--- src/rtl/xcfr_pkg.sv ---
// shared constants and types of the xor checked frame receiver
package xcfr_pkg;

  localparam int DATA_W      = 8;
  localparam int LEN_W       = 7;
  localparam int IDX_W       = 6;
  localparam int MAX_PAYLOAD = 64;
  localparam int RAM_DEPTH   = 2 * MAX_PAYLOAD;
  localparam int RAM_AW      = $clog2(RAM_DEPTH);
  localparam int DESC_DEPTH  = 2;
  localparam int OUT_DEPTH   = 4;
  localparam int CFG_IDX_W   = 1;

  localparam logic [DATA_W-1:0] HEAD_RESET = 8'h55;
  localparam logic [DATA_W-1:0] TAIL_RESET = 8'hBB;

  localparam logic [CFG_IDX_W-1:0] REG_HEAD = 1'b0;
  localparam logic [CFG_IDX_W-1:0] REG_TAIL = 1'b1;

  typedef struct packed {
    logic [DATA_W-1:0] cmd;
    logic [LEN_W-1:0]  len;
    logic              bank;
  } desc_t;

  typedef struct packed {
    logic [DATA_W-1:0] frame_cmd;
    logic [LEN_W-1:0]  frame_len;
    logic [IDX_W-1:0]  byte_index;
    logic [DATA_W-1:0] payload_byte;
    logic              has_payload;
    logic              last_of_frame;
  } result_t;

endpackage

--- src/rtl/xcfr_ram.sv ---
// generic single write port ram with registered read
module xcfr_ram #(
  parameter int WIDTH = 8,
  parameter int DEPTH = 128
) (
  input  logic                     clk,
  input  logic                     we,
  input  logic [$clog2(DEPTH)-1:0] waddr,
  input  logic [WIDTH-1:0]         wdata,
  input  logic                     re,
  input  logic [$clog2(DEPTH)-1:0] raddr,
  output logic [WIDTH-1:0]         rdata
);

  logic [WIDTH-1:0] mem_r [DEPTH];
  logic [WIDTH-1:0] rdata_r;

  always_ff @(posedge clk) begin
    if (we) begin
      mem_r[waddr] <= wdata;
    end
    if (re) begin
      rdata_r <= mem_r[raddr];
    end
  end

  assign rdata = rdata_r;

endmodule

--- src/rtl/xcfr_front.sv ---
// frame parser: checks head, length, checksum and tail, stores data bytes
module xcfr_front (
  input  logic                            clk,
  input  logic                            rst_n,
  input  logic                            cfg_we,
  input  logic [xcfr_pkg::CFG_IDX_W-1:0]  cfg_idx,
  input  logic [xcfr_pkg::DATA_W-1:0]     cfg_wdata,
  input  logic                            byte_vld,
  input  logic [xcfr_pkg::DATA_W-1:0]     rx_byte,
  output logic                            ram_we,
  output logic [xcfr_pkg::RAM_AW-1:0]     ram_waddr,
  output logic [xcfr_pkg::DATA_W-1:0]     ram_wdata,
  output logic                            desc_push,
  output xcfr_pkg::desc_t                 desc
);

  typedef enum logic [2:0] {
    PH_HEAD, PH_CMD, PH_LEN, PH_DATA, PH_SUM, PH_TAIL
  } phase_t;

  phase_t                        phase_r, phase_nxt;
  logic [xcfr_pkg::DATA_W-1:0]   head_r, head_nxt;
  logic [xcfr_pkg::DATA_W-1:0]   tail_r, tail_nxt;
  logic [xcfr_pkg::DATA_W-1:0]   cmd_r, cmd_nxt;
  logic [xcfr_pkg::LEN_W-1:0]    len_r, len_nxt;
  logic [xcfr_pkg::LEN_W-1:0]    cnt_r, cnt_nxt;
  logic [xcfr_pkg::DATA_W-1:0]   xor_r, xor_nxt;
  logic                          bank_r, bank_nxt;
  logic                          push;

  always_comb begin
    phase_nxt = phase_r;
    head_nxt  = head_r;
    tail_nxt  = tail_r;
    cmd_nxt   = cmd_r;
    len_nxt   = len_r;
    cnt_nxt   = cnt_r;
    xor_nxt   = xor_r;
    bank_nxt  = bank_r;
    push      = 1'b0;
    if (cfg_we && cfg_idx == xcfr_pkg::REG_HEAD) begin
      head_nxt = cfg_wdata;
    end
    if (cfg_we && cfg_idx == xcfr_pkg::REG_TAIL) begin
      tail_nxt = cfg_wdata;
    end
    if (byte_vld) begin
      unique case (phase_r)
        PH_HEAD: begin
          if (rx_byte == head_r) begin
            xor_nxt   = '0;
            phase_nxt = PH_CMD;
          end
        end
        PH_CMD: begin
          cmd_nxt   = rx_byte;
          phase_nxt = PH_LEN;
        end
        PH_LEN: begin
          if ({1'b0, rx_byte} > 9'(xcfr_pkg::MAX_PAYLOAD)) begin
            phase_nxt = PH_HEAD;
          end else begin
            len_nxt   = rx_byte[xcfr_pkg::LEN_W-1:0];
            cnt_nxt   = '0;
            phase_nxt = (rx_byte == '0) ? PH_SUM : PH_DATA;
          end
        end
        PH_DATA: begin
          xor_nxt = xor_r ^ rx_byte;
          cnt_nxt = cnt_r + 1'b1;
          if (cnt_nxt >= len_r) begin
            phase_nxt = PH_SUM;
          end
        end
        PH_SUM: begin
          phase_nxt = (rx_byte == xor_r) ? PH_TAIL : PH_HEAD;
        end
        PH_TAIL: begin
          if (rx_byte == tail_r) begin
            push     = 1'b1;
            bank_nxt = ~bank_r;
          end
          phase_nxt = PH_HEAD;
        end
        default: begin
          phase_nxt = PH_HEAD;
        end
      endcase
    end
  end

  always_ff @(posedge clk) begin
    if (!rst_n) begin
      phase_r <= PH_HEAD;
      head_r  <= xcfr_pkg::HEAD_RESET;
      tail_r  <= xcfr_pkg::TAIL_RESET;
      cmd_r   <= '0;
      len_r   <= '0;
      cnt_r   <= '0;
      xor_r   <= '0;
      bank_r  <= 1'b0;
    end else begin
      phase_r <= phase_nxt;
      head_r  <= head_nxt;
      tail_r  <= tail_nxt;
      cmd_r   <= cmd_nxt;
      len_r   <= len_nxt;
      cnt_r   <= cnt_nxt;
      xor_r   <= xor_nxt;
      bank_r  <= bank_nxt;
    end
  end

  assign ram_we    = byte_vld && (phase_r == PH_DATA);
  assign ram_waddr = {bank_r, cnt_r[xcfr_pkg::IDX_W-1:0]};
  assign ram_wdata = rx_byte;
  assign desc_push = push;
  assign desc.cmd  = cmd_r;
  assign desc.len  = len_r;
  assign desc.bank = bank_r;

  a_data_cnt: assert property (@(posedge clk) disable iff (!rst_n)
    (phase_r == PH_DATA) |-> (cnt_r < len_r && len_r <= 7'(xcfr_pkg::MAX_PAYLOAD)))
    else $error("data count out of range");

endmodule

--- src/rtl/xcfr_desc_fifo.sv ---
// queue of checked frames between the parser and the result sequencer
module xcfr_desc_fifo (
  input  logic            clk,
  input  logic            rst_n,
  input  logic            push,
  input  xcfr_pkg::desc_t wdata,
  input  logic            pop,
  output xcfr_pkg::desc_t rdata,
  output logic            empty,
  output logic            full
);

  localparam int PW = $clog2(xcfr_pkg::DESC_DEPTH);
  localparam int CW = $clog2(xcfr_pkg::DESC_DEPTH + 1);

  xcfr_pkg::desc_t mem_r [xcfr_pkg::DESC_DEPTH];
  logic [PW-1:0]   wr_ptr_r, rd_ptr_r;
  logic [CW-1:0]   count_r, count_nxt;
  logic            do_push, do_pop;

  assign empty   = (count_r == '0);
  assign full    = (count_r == CW'(xcfr_pkg::DESC_DEPTH));
  assign do_push = push && !full;
  assign do_pop  = pop && !empty;
  assign rdata   = mem_r[rd_ptr_r];

  always_comb begin
    count_nxt = count_r;
    if (do_push && !do_pop) begin
      count_nxt = count_r + 1'b1;
    end else if (do_pop && !do_push) begin
      count_nxt = count_r - 1'b1;
    end
  end

  always_ff @(posedge clk) begin
    if (do_push) begin
      mem_r[wr_ptr_r] <= wdata;
    end
    if (!rst_n) begin
      wr_ptr_r <= '0;
      rd_ptr_r <= '0;
      count_r  <= '0;
    end else begin
      if (do_push) begin
        wr_ptr_r <= wr_ptr_r + 1'b1;
      end
      if (do_pop) begin
        rd_ptr_r <= rd_ptr_r + 1'b1;
      end
      count_r <= count_nxt;
    end
  end

  a_desc_count: assert property (@(posedge clk) disable iff (!rst_n)
    count_r <= CW'(xcfr_pkg::DESC_DEPTH))
    else $error("descriptor queue overflow");

  a_no_lost_push: assert property (@(posedge clk) disable iff (!rst_n)
    push |-> !full)
    else $error("frame pushed into full descriptor queue");

endmodule

--- src/rtl/xcfr_back.sv ---
// result sequencer: reads stored data bytes and queues one result per byte (one for an empty frame)
module xcfr_back (
  input  logic                          clk,
  input  logic                          rst_n,
  input  logic                          desc_empty,
  input  xcfr_pkg::desc_t               desc,
  output logic                          desc_pop,
  output logic                          ram_re,
  output logic [xcfr_pkg::RAM_AW-1:0]   ram_raddr,
  input  logic [xcfr_pkg::DATA_W-1:0]   ram_rdata,
  input  logic                          res_pop,
  output logic                          res_empty,
  output xcfr_pkg::result_t             res
);

  localparam int PW = $clog2(xcfr_pkg::OUT_DEPTH);
  localparam int CW = $clog2(xcfr_pkg::OUT_DEPTH + 1);

  logic [xcfr_pkg::IDX_W-1:0] k_r, k_nxt;
  logic                       s1_vld_r;
  xcfr_pkg::result_t          s1_r, s1_nxt;
  xcfr_pkg::result_t          out_mem_r [xcfr_pkg::OUT_DEPTH];
  xcfr_pkg::result_t          push_res;
  logic [PW-1:0]              wr_ptr_r, rd_ptr_r;
  logic [CW-1:0]              count_r, count_nxt;
  logic                       issue, last, do_pop;

  assign issue = !desc_empty &&
                 (({1'b0, count_r} + (CW+1)'(s1_vld_r)) < (CW+1)'(xcfr_pkg::OUT_DEPTH));
  assign last  = (desc.len == '0) || (({1'b0, k_r} + 7'd1) == desc.len);

  always_comb begin
    s1_nxt               = s1_r;
    k_nxt                = k_r;
    if (issue) begin
      s1_nxt.frame_cmd     = desc.cmd;
      s1_nxt.frame_len     = desc.len;
      s1_nxt.byte_index    = k_r;
      s1_nxt.payload_byte  = '0;
      s1_nxt.has_payload   = (desc.len != '0);
      s1_nxt.last_of_frame = last;
      k_nxt                = last ? '0 : k_r + 1'b1;
    end
  end

  assign desc_pop  = issue && last;
  assign ram_re    = issue;
  assign ram_raddr = {desc.bank, k_r};

  always_comb begin
    push_res              = s1_r;
    push_res.payload_byte = s1_r.has_payload ? ram_rdata : '0;
  end

  assign res_empty = (count_r == '0);
  assign do_pop    = res_pop && !res_empty;
  assign res       = out_mem_r[rd_ptr_r];

  always_comb begin
    count_nxt = count_r;
    if (s1_vld_r && !do_pop) begin
      count_nxt = count_r + 1'b1;
    end else if (do_pop && !s1_vld_r) begin
      count_nxt = count_r - 1'b1;
    end
  end

  always_ff @(posedge clk) begin
    s1_r <= s1_nxt;
    if (s1_vld_r) begin
      out_mem_r[wr_ptr_r] <= push_res;
    end
    if (!rst_n) begin
      k_r      <= '0;
      s1_vld_r <= 1'b0;
      wr_ptr_r <= '0;
      rd_ptr_r <= '0;
      count_r  <= '0;
    end else begin
      k_r      <= k_nxt;
      s1_vld_r <= issue;
      if (s1_vld_r) begin
        wr_ptr_r <= wr_ptr_r + 1'b1;
      end
      if (do_pop) begin
        rd_ptr_r <= rd_ptr_r + 1'b1;
      end
      count_r <= count_nxt;
    end
  end

  a_out_count: assert property (@(posedge clk) disable iff (!rst_n)
    count_r <= CW'(xcfr_pkg::OUT_DEPTH))
    else $error("result queue overflow");

  a_index_in_frame: assert property (@(posedge clk) disable iff (!rst_n)
    (!desc_empty && desc.len != '0) |-> ({1'b0, k_r} < desc.len))
    else $error("byte index beyond frame length");

endmodule

--- src/rtl/xor_checked_frame_receiver.sv ---
// top level of the xor checked frame receiver
// Usage:
//   Input channel: push a received byte on in_rx_byte with in_push; the
//   transaction completes when in_full is low. Frames are head, command,
//   length (0..64), data bytes, xor checksum of the data, tail.
//   Result channel: while out_empty is low the oldest result is on the
//   out_ ports; pop with out_pop. A good frame gives one result per data
//   byte (or one result without data for length zero), last one marked.
//   Configuration: cfg_we writes cfg_wdata to register cfg_idx
//   (0 = head byte, 1 = tail byte) at once.
// Path: an accepted tail byte queues the frame descriptor; the first result
//   is staged in s1 with its ram read, then written to the result queue.
// Throughput: one byte per cycle in while in_full is low; results leave at
//   one per cycle while popped. Data is held in two 64 byte banks, so in_full
//   rises while two checked frames wait, until the older one is fully issued.
// Reset: rst_n low for one clock clears the parser to wait for a head
//   byte, empties both queues and restores head 0x55 and tail 0xBB.
// Stall: if results are not popped, the four entry result queue fills,
//   then frames back up and in_full holds the input.
module xor_checked_frame_receiver (
  input  logic                            clk,
  input  logic                            rst_n,
  input  logic                            cfg_we,
  input  logic [xcfr_pkg::CFG_IDX_W-1:0]  cfg_idx,
  input  logic [xcfr_pkg::DATA_W-1:0]     cfg_wdata,
  input  logic                            in_push,
  output logic                            in_full,
  input  logic [xcfr_pkg::DATA_W-1:0]     in_rx_byte,
  output logic                            out_empty,
  input  logic                            out_pop,
  output logic [xcfr_pkg::DATA_W-1:0]     out_frame_cmd,
  output logic [xcfr_pkg::LEN_W-1:0]      out_frame_len,
  output logic [xcfr_pkg::IDX_W-1:0]      out_byte_index,
  output logic [xcfr_pkg::DATA_W-1:0]     out_payload_byte,
  output logic                            out_has_payload,
  output logic                            out_last_of_frame
);

  logic                          ram_we, ram_re;
  logic [xcfr_pkg::RAM_AW-1:0]   ram_waddr, ram_raddr;
  logic [xcfr_pkg::DATA_W-1:0]   ram_wdata, ram_rdata;
  logic                          desc_push, desc_pop, desc_empty, desc_full;
  xcfr_pkg::desc_t               desc_w, desc_r;
  xcfr_pkg::result_t             res;

  assign in_full = desc_full;

  xcfr_front u_front (
    .clk       (clk),
    .rst_n     (rst_n),
    .cfg_we    (cfg_we),
    .cfg_idx   (cfg_idx),
    .cfg_wdata (cfg_wdata),
    .byte_vld  (in_push && !desc_full),
    .rx_byte   (in_rx_byte),
    .ram_we    (ram_we),
    .ram_waddr (ram_waddr),
    .ram_wdata (ram_wdata),
    .desc_push (desc_push),
    .desc      (desc_w)
  );

  xcfr_ram #(
    .WIDTH (xcfr_pkg::DATA_W),
    .DEPTH (xcfr_pkg::RAM_DEPTH)
  ) u_ram (
    .clk   (clk),
    .we    (ram_we),
    .waddr (ram_waddr),
    .wdata (ram_wdata),
    .re    (ram_re),
    .raddr (ram_raddr),
    .rdata (ram_rdata)
  );

  xcfr_desc_fifo u_desc_fifo (
    .clk   (clk),
    .rst_n (rst_n),
    .push  (desc_push),
    .wdata (desc_w),
    .pop   (desc_pop),
    .rdata (desc_r),
    .empty (desc_empty),
    .full  (desc_full)
  );

  xcfr_back u_back (
    .clk        (clk),
    .rst_n      (rst_n),
    .desc_empty (desc_empty),
    .desc       (desc_r),
    .desc_pop   (desc_pop),
    .ram_re     (ram_re),
    .ram_raddr  (ram_raddr),
    .ram_rdata  (ram_rdata),
    .res_pop    (out_pop),
    .res_empty  (out_empty),
    .res        (res)
  );

  assign out_frame_cmd     = res.frame_cmd;
  assign out_frame_len     = res.frame_len;
  assign out_byte_index    = res.byte_index;
  assign out_payload_byte  = res.payload_byte;
  assign out_has_payload   = res.has_payload;
  assign out_last_of_frame = res.last_of_frame;

endmodule

--- config.mk ---
export PLATFORM = sky130hd
export DESIGN_NAME = xor_checked_frame_receiver
export DESIGN_NICKNAME = d
export VERILOG_FILES = /design/src/rtl/xcfr_pkg.sv /design/src/rtl/xcfr_ram.sv /design/src/rtl/xcfr_front.sv /design/src/rtl/xcfr_desc_fifo.sv /design/src/rtl/xcfr_back.sv /design/src/rtl/xor_checked_frame_receiver.sv
export SDC_FILE = /design/constraint.sdc
export NUM_CORES = 1
export LEC_CHECK = 0
export BUFFER_PORTS_ARGS = -buffer_cell sky130_fd_sc_hd__buf_2
export CAP_MARGIN = 15
export CORE_MARGIN = 5
export CORE_UTILIZATION = 45
export CTS_BUF_LIST = sky130_fd_sc_hd__clkbuf_2 sky130_fd_sc_hd__clkbuf_4 sky130_fd_sc_hd__clkbuf_8
export DETAILED_ROUTE_END_ITERATION = 16
export SLEW_MARGIN = 20
export SYNTH_ARGS = -nofsm -noshare
export SYNTH_HDL_FRONTEND = slang
export SYNTH_SLANG_ARGS = --single-unit
export TNS_END_PERCENT = 30
--- constraint.sdc ---
create_clock -name clk -period 7.32 [get_ports clk]
set_input_delay 1.098 -clock clk [delete_from_list [all_inputs] [get_ports clk]]
set_output_delay 1.098 -clock clk [all_outputs]
set_load 0.02 [all_outputs]
==> results of run 1 <==
[cell families after synthesis]
logic type               count (synthesis)  share of synthesized area
XOR/XNOR                                41                    0.00745
flip-flops                            1282                      0.752
adder cells (fa/ha/maj)                 16                    0.00413
buffers and inverters                  179                     0.0171
AND/OR/NAND/NOR                        414                     0.0376
AO/OA/AOI/OAI                          241                     0.0321
multiplexers                           467                      0.150
[cell usage after synthesis, types with 2 or more instances]
master	n	area share
nand3_1	36	0.0036
mux4_2	223	0.10
or2_2	2	0.00025
nand2b_1	4	0.00050
or3_1	11	0.0014
a32oi_1	8	0.0014
nand3b_1	4	0.00060
nand2_1	84	0.0063
a22oi_1	81	0.012
clkbuf_1	70	0.0052
a311oi_1	2	0.00035
o21ai_1	3	0.00030
buf_4	28	0.0042
a21oi_1	54	0.0054
buf_1	8	0.00060
inv_1	31	0.0023
o21ai_0	21	0.0021
and2_1	20	0.0025
ha_1	15	0.0037
nor2b_1	13	0.0016
o22ai_1	11	0.0014
nor2_1	192	0.014
inv_2	2	0.00015
buf_2	34	0.0034
nor4_2	3	0.00075
edfxtp_1	1211	0.72
buf_6	5	0.0011
a31oi_1	35	0.0044
nor4_1	12	0.0015
nor3_1	9	0.00090
xnor2_1	20	0.0035
mux2_2	33	0.0074
xor2_1	19	0.0033
a221oi_1	16	0.0028
and3_1	3	0.00037
nor2_2	2	0.00025
dfxtp_1	71	0.028
mux2i_1	208	0.041
nand4_1	14	0.0017
mux2_4	2	0.00060
[where the power goes]
part / switching [mW] / leakage [nW] / internal [mW] / total, mW
clock network: 2.80 / 2.08 / 3.15 / 5.95
logic: 0.392 / 3.36 / 0.228 / 0.620
registers: 0.0423 / 11.5 / 8.02 / 8.06
total: 3.23 / 16.9 / 11.4 / 14.6
[through the flow]
step	worst slack, ps	power (mW)	cells	utilization
final	3340	14.6	4461	0.506
after global routing	3020	15.2	4461	0.506
after CTS	3270	14.8	4459	0.506
after detailed placement	3300	8.85	4080	0.470
after global placement	3290	8.84	4080	0.470
after floorplan	4040	8.57	2640	-
[metal layers]
layer  global-route usage  vias up  share of wire
li1                     -    11000              -
met1                0.277    13300           0.41
met2                0.333     1010           0.49
met3               0.0424      189          0.067
met4               0.0670        0          0.028
met5                    0        -              0
[final cells by class]
cell class | instances | area [µm²]
Multi-Input combinational cell | 1179 | 11600
Tap cell | 1488 | 1860
Inverter | 33 | 124
Antenna cell | 2 | 5.00
Sequential cell | 1282 | 37800
Timing Repair Buffer | 98 | 683
Clock buffer | 258 | 3230
Clock inverter | 121 | 764
Fill cell | 8961 | 54700
[worst max-delay path, stage by stage, from the launching register on]
cell     delay, ps
dfxtp_4        980
buf_4          690
buf_4          690
mux4_2         640
mux2i_1        160
a22oi_1        150
nand4_1        170
a21oi_1         60
[worst min path at each step]
stage | to | from | cells past startpoint | slack [ps]
finish | u_desc_fifo.mem_r[1][9] | u_front.cmd_r[1] | 0 | 460
global route | u_front.tail_r[7] | cfg_wdata[7] | 3 | 440
detailed placement | u_desc_fifo.mem_r[0][9] | u_front.cmd_r[1] | 0 | 440
floorplan | u_back.push_res[13] | u_back.k_r[3] | 0 | 410
CTS | u_front.tail_r[1] | cfg_wdata[1] | 3 | 400
global placement | u_desc_fifo.mem_r[0][9] | u_front.cmd_r[1] | 0 | 440
[sequential cells by signal, indices dropped and copies added, names as in the netlist, 6 cells and up, named ones only]
register,flops
u_back.push_res,23
u_front.xor_r,8
u_front.cnt_r,7
u_front.cmd_r,8
u_front.len_r,7
u_front.tail_r,8
u_front.head_r,8
u_desc_fifo.mem_r,32
u_ram.rdata,8
u_ram.mem_r,1024
u_back.k_r,6
u_back.out_mem_r,124
==> flow_metrics.tcl, run 1 <==
set metrics [dict create \
    synthCells 2640 \
    synth.distinct_cells 60 \
    r2r_end "u_ram.rdata[5]" \
    path_max_fanout 46 \
    setup_tns_ps 0 \
    ioPinCount 55 \
    syn_area_mm2 0.0502 \
    r2r-start "u_back.k_r[0]" \
    mostFrequentLayoutCells "1211 x edfxtp_1, 223 x mux4_2, 208 x mux2i_1" \
    criticalPathCategory "reg2reg" \
    wl_per_cell_um 26.9 \
    cp.required_ps 7880 \
    worst_pin_slew_ps 1100 \
    overflow 0 \
    postPlaceCellArea_mm2 0.0521 \
    core_region_area_mm2 0.111 \
    leakagePower_nw 16.9 \
    ctsLongestPathBuffers 3 \
    finalSetupViolCount 0 \
    status "completed" \
    post_cts_resize_count 0 \
    p_per_area_mw_per_mm2 261 \
    ir_worst_vdd_v 0.000164 \
    hold_class "reg2reg" \
    drive_gt1_frac 0.235 \
    maxCapViolations 0 \
    root_buffer "clkbuf_8" \
    wirelength_um 120000 \
    synthToLayoutAreaGrowth_pct 11.7 \
    clk_pin_slew_ps 70 \
    drtIter0Drc 2500 \
    final_max_slew_viol_count 0 \
    grt_pass1_vias 26300 \
    crit_path_start_kind "register" \
    post-cts-setup-buffers 0 \
    io_buffer_count 54 \
    drc 0 \
    grt_pass1_wl_um 177000 \
    rrSetupSlack_ps 3340 \
    reg2regPathDepth 7 \
    worstSetupStartpoint "u_back.k_r[0]" \
    hold_viol_final 0 \
    timing.hold.ws_ps 458 \
    dieArea_mm2 0.118 \
    synth_fp_nets 2678 \
    cts_tree "built" \
    synth.yosys.warnings 0 \
    viasPerCell 5.73 \
    start_util 0.453 \
    endpoint "u_ram.rdata[5]" \
    nets 2832 \
    ctsHoldBuffers 0 \
    rows 122 \
    dpl.hpwl_um 74300 \
    gp_congestion 0.887 \
    chipHeight_um 344 \
    final_common_cell "edfxtp_1" \
    clock_sink_count 1282 \
    synth_ff_type "edfxtp_1" \
    vias 25500 \
    grt_start_max_net_pins 124 \
    rsz0062_at_grt "false" \
    ys_ff_latch 1282 \
    fin_crit_sh 0.543 \
    grt.total_usage 0.204 \
    antenna_found_initial 4 \
    synth_edf_count 1211 \
    drt_pass1_iterations 5 \
    fin_area_mm2 0.0561 \
    layout_min_cycle_time_ps 3980 \
    h-tree-depth 4 \
    critPathArrivalTime_ps 4540 \
    max_slew_margin 0.261 \
    async_flop_share 0 \
    end_kind "register" \
    clock.fmax_ghz 0.251 \
    insertion_delay_ps 870 \
    yosysSeqAreaShare 0.752 \
    ant_nets 0 \
    avgSynthCellArea_um2 19.0 \
    finalClockSkew_ps 44.8 \
    cts-buffers-inserted 200 \
    dieWidth_um 344 \
]
No activity file was read; power rests on OpenSTA's default activity.
==> run 2: changes to the inputs <==
- ABC_AREA: default -> 1
- clock period: 7.32 -> 4.1 ns (I/O delays scaled with it)
==> run 2 against run 1 <==
  * Flip-flop and latch count stayed put
  * Clock power rose by 83%
  * Die area is 7.9% higher
  * Critical path type is now reg2out
  * Largest power group unchanged
==> flow_metrics.tcl, run 2 <==
set metrics [dict create \
    io_buffer_count 54 \
    grt_pass1_vias 34700 \
    post-cts-setup-buffers 0 \
    h-tree-depth 4 \
    viasPerCell 5.17 \
    hold_class "in2reg" \
    rows 127 \
    end_kind "output port" \
    netlist_top_cells_count "1469 x nand2_1, 1211 x edfxtp_1, 458 x inv_1" \
    clock.fmax_ghz 0.282 \
    largest-register "u_ram.mem_r" \
    synth.most_common_cell "nand2_1" \
    drc 0 \
    power.share.combinational 0.034 \
    ir_worst_vdd_v 0.000358 \
    ioPinCount 55 \
    synth_top_area_share 0.669 \
    synth_ff_type "edfxtp_1" \
    maxCapViolations 0 \
    async_flop_share 0 \
    synth.distinct_cells 38 \
    status "completed" \
    synth_top_cell_by_area "edfxtp_1" \
    chipHeight_um 357 \
    start_util 0.453 \
    ant_nets 0 \
    grt_pass1_wl_um 210000 \
    final_max_slew_viol_count 0 \
    root_buffer "clkbuf_8" \
    cp.required_ps 3480 \
    layout_min_cycle_time_ps 3550 \
    cts-buffers-inserted 204 \
    max_slew_margin 0.307 \
    fin_crit_sh 0.866 \
    final_common_cell "nand2_1" \
    vias 35600 \
    dieWidth_um 357 \
    syn_area_mm2 0.0543 \
    p_int_mw 20.3 \
    mostFrequentLayoutCells "1469 x nand2_1, 1211 x edfxtp_1, 453 x inv_1" \
    finalSetupViolCount 0 \
    dieArea_mm2 0.128 \
    insertion_delay_ps 900 \
    switching_share 0.222 \
    nets 5151 \
    crit_path_start_kind "register" \
    p_clk_frac 0.417 \
    drive_gt1_frac 0.103 \
    gp_congestion 0.877 \
    netSwitchingPower_mw 5.81 \
    synthToLayoutAreaGrowth_pct 11.0 \
    clk_pin_slew_ps 70 \
    synth.yosys.warnings 0 \
    core_region_area_mm2 0.120 \
    worst_pin_slew_ps 1040 \
    synthCells 5012 \
    wl_per_cell_um 19.9 \
    p_per_area_mw_per_mm2 434 \
    rsz0062_at_grt "false" \
    overflow 0 \
    drtIter0Drc 3322 \
    p_seq_frac 0.549 \
    path_max_fanout 32 \
    leakagePower_nw 23.1 \
    hold_viol_final 0 \
    ys_ff_latch 1282 \
    fillers 10700 \
    grt.total_usage 0.215 \
    reg.largest.list "u_ram.mem_r x1024, u_back.out_mem_r x124, u_desc_fifo.mem_r x32" \
    yosysSeqAreaShare 0.696 \
    finalClockSkew_ps 45.4 \
    avgSynthCellArea_um2 10.8 \
    critPathArrivalTime_ps 2930 \
    synth_area_leaders "edfxtp_1 67%, nand2_1 10%, nand3_1 3.7%, inv_1 3.2%, nor2_1 2.9%" \
    wirelength_um 137000 \
    post_cts_resize_count 0 \
    clock_sink_count 1282 \
    drt_pass1_iterations 8 \
    setup_tns_ps 0 \
    dpl.hpwl_um 78600 \
    grt_start_max_net_pins 175 \
    ctsLongestPathBuffers 3 \
    synth_fp_nets 5050 \
    largest_register_ffs 1024 \
    antenna_found_initial 2 \
    cts_tree "built" \
    timing.hold.ws_ps 108 \
    synth_edf_count 1211 \
    criticalPathCategory "reg2out" \
]
[run 2: power groups by stage]
| stage | sequential [mW] | combinational [mW] | clock (mW) |
|---|---|---|---|
| after floorplan | 14.6 | 0.463 | 0 |
| after global placement | 14.6 | 0.891 | 0 |
| after detailed placement | 14.6 | 0.902 | 0 |
| after CTS | 14.3 | 0.911 | 11.1 |
| after global routing | 14.3 | 0.990 | 11.7 |
| final | 14.3 | 0.896 | 10.9 |
[run 2: area by class of cell]
cell class | instances | area (µm²) | area share
diodes | 2 | 5.00 | 0.0000830
clock buffers | 264 | 3330 | 0.0552
clock inverters | 107 | 774 | 0.0128
inverters | 471 | 1790 | 0.0297
multi-input cells | 2992 | 13300 | 0.221
flip-flops and latches | 1282 | 37800 | 0.627
well taps | 1612 | 2020 | 0.0334
repair buffers | 162 | 1290 | 0.0214
[run 2: through the flow]
step                      power, mW  utilization  worst slack, ps  area (µm²)  std cells
after floorplan                15.1            -             1460       54300       5012
after global placement         15.5        0.467             1050       56100       6508
after detailed placement       15.5        0.467             1030       56100       6508
after CTS                      26.4        0.503              447       60300       6890
after global routing           27.1        0.503              238       60300       6891
final                          26.1        0.503              551       60300       6892
[run 2: cell families (layout without fill, tap and decap cells)]
family / count (synthesis) / count (layout) / share of synthesized area
AO/OA/AOI/OAI: 466 / 466 / 0.0476
XOR/XNOR: 20 / 20 / 0.00322
adder cells (fa/ha/maj): 16 / 16 / 0.00382
buffers and inverters: 738 / 1004 / 0.0598
flip-flops: 1282 / 1282 / 0.696
other: 0 / 2 / 0
AND/OR/NAND/NOR: 2490 / 2490 / 0.190
[run 2: routing by layer]
metal  track usage  wire length, µm  up-vias
li1              -                -    17100
met1         0.297            59800    17000
met2         0.347            63800     1271
met3        0.0419             9940      257
met4        0.0679             3690        2
met5             0               13        -
[run 2: worst max-delay path: stages, from the launching register on]
cell and delay, ps:
dfxtp_2 330, clkinv_1 670, buf_4 530, o21ai_0 200
o22ai_1 130, buf_2 180
[run 2: repair_timing]
action,in CTS,in global routing
endpoints found under the hold margin,29,0
endpoints found under the setup margin,0,0
hold buffers,11,0
[run 2: worst paths after layout]
kind	from	end	slack, ps	depth (start not counted)
max	register	out_frame_cmd[0]	550	5
min	in_rx_byte[7]	u_front.cmd_r[7]	110	3
max reg2reg	u_back.k_r[0]	u_ram.rdata[2]	1090	10
min reg2reg	u_front.len_r[5]	u_desc_fifo.mem_r[0][6]	450	0
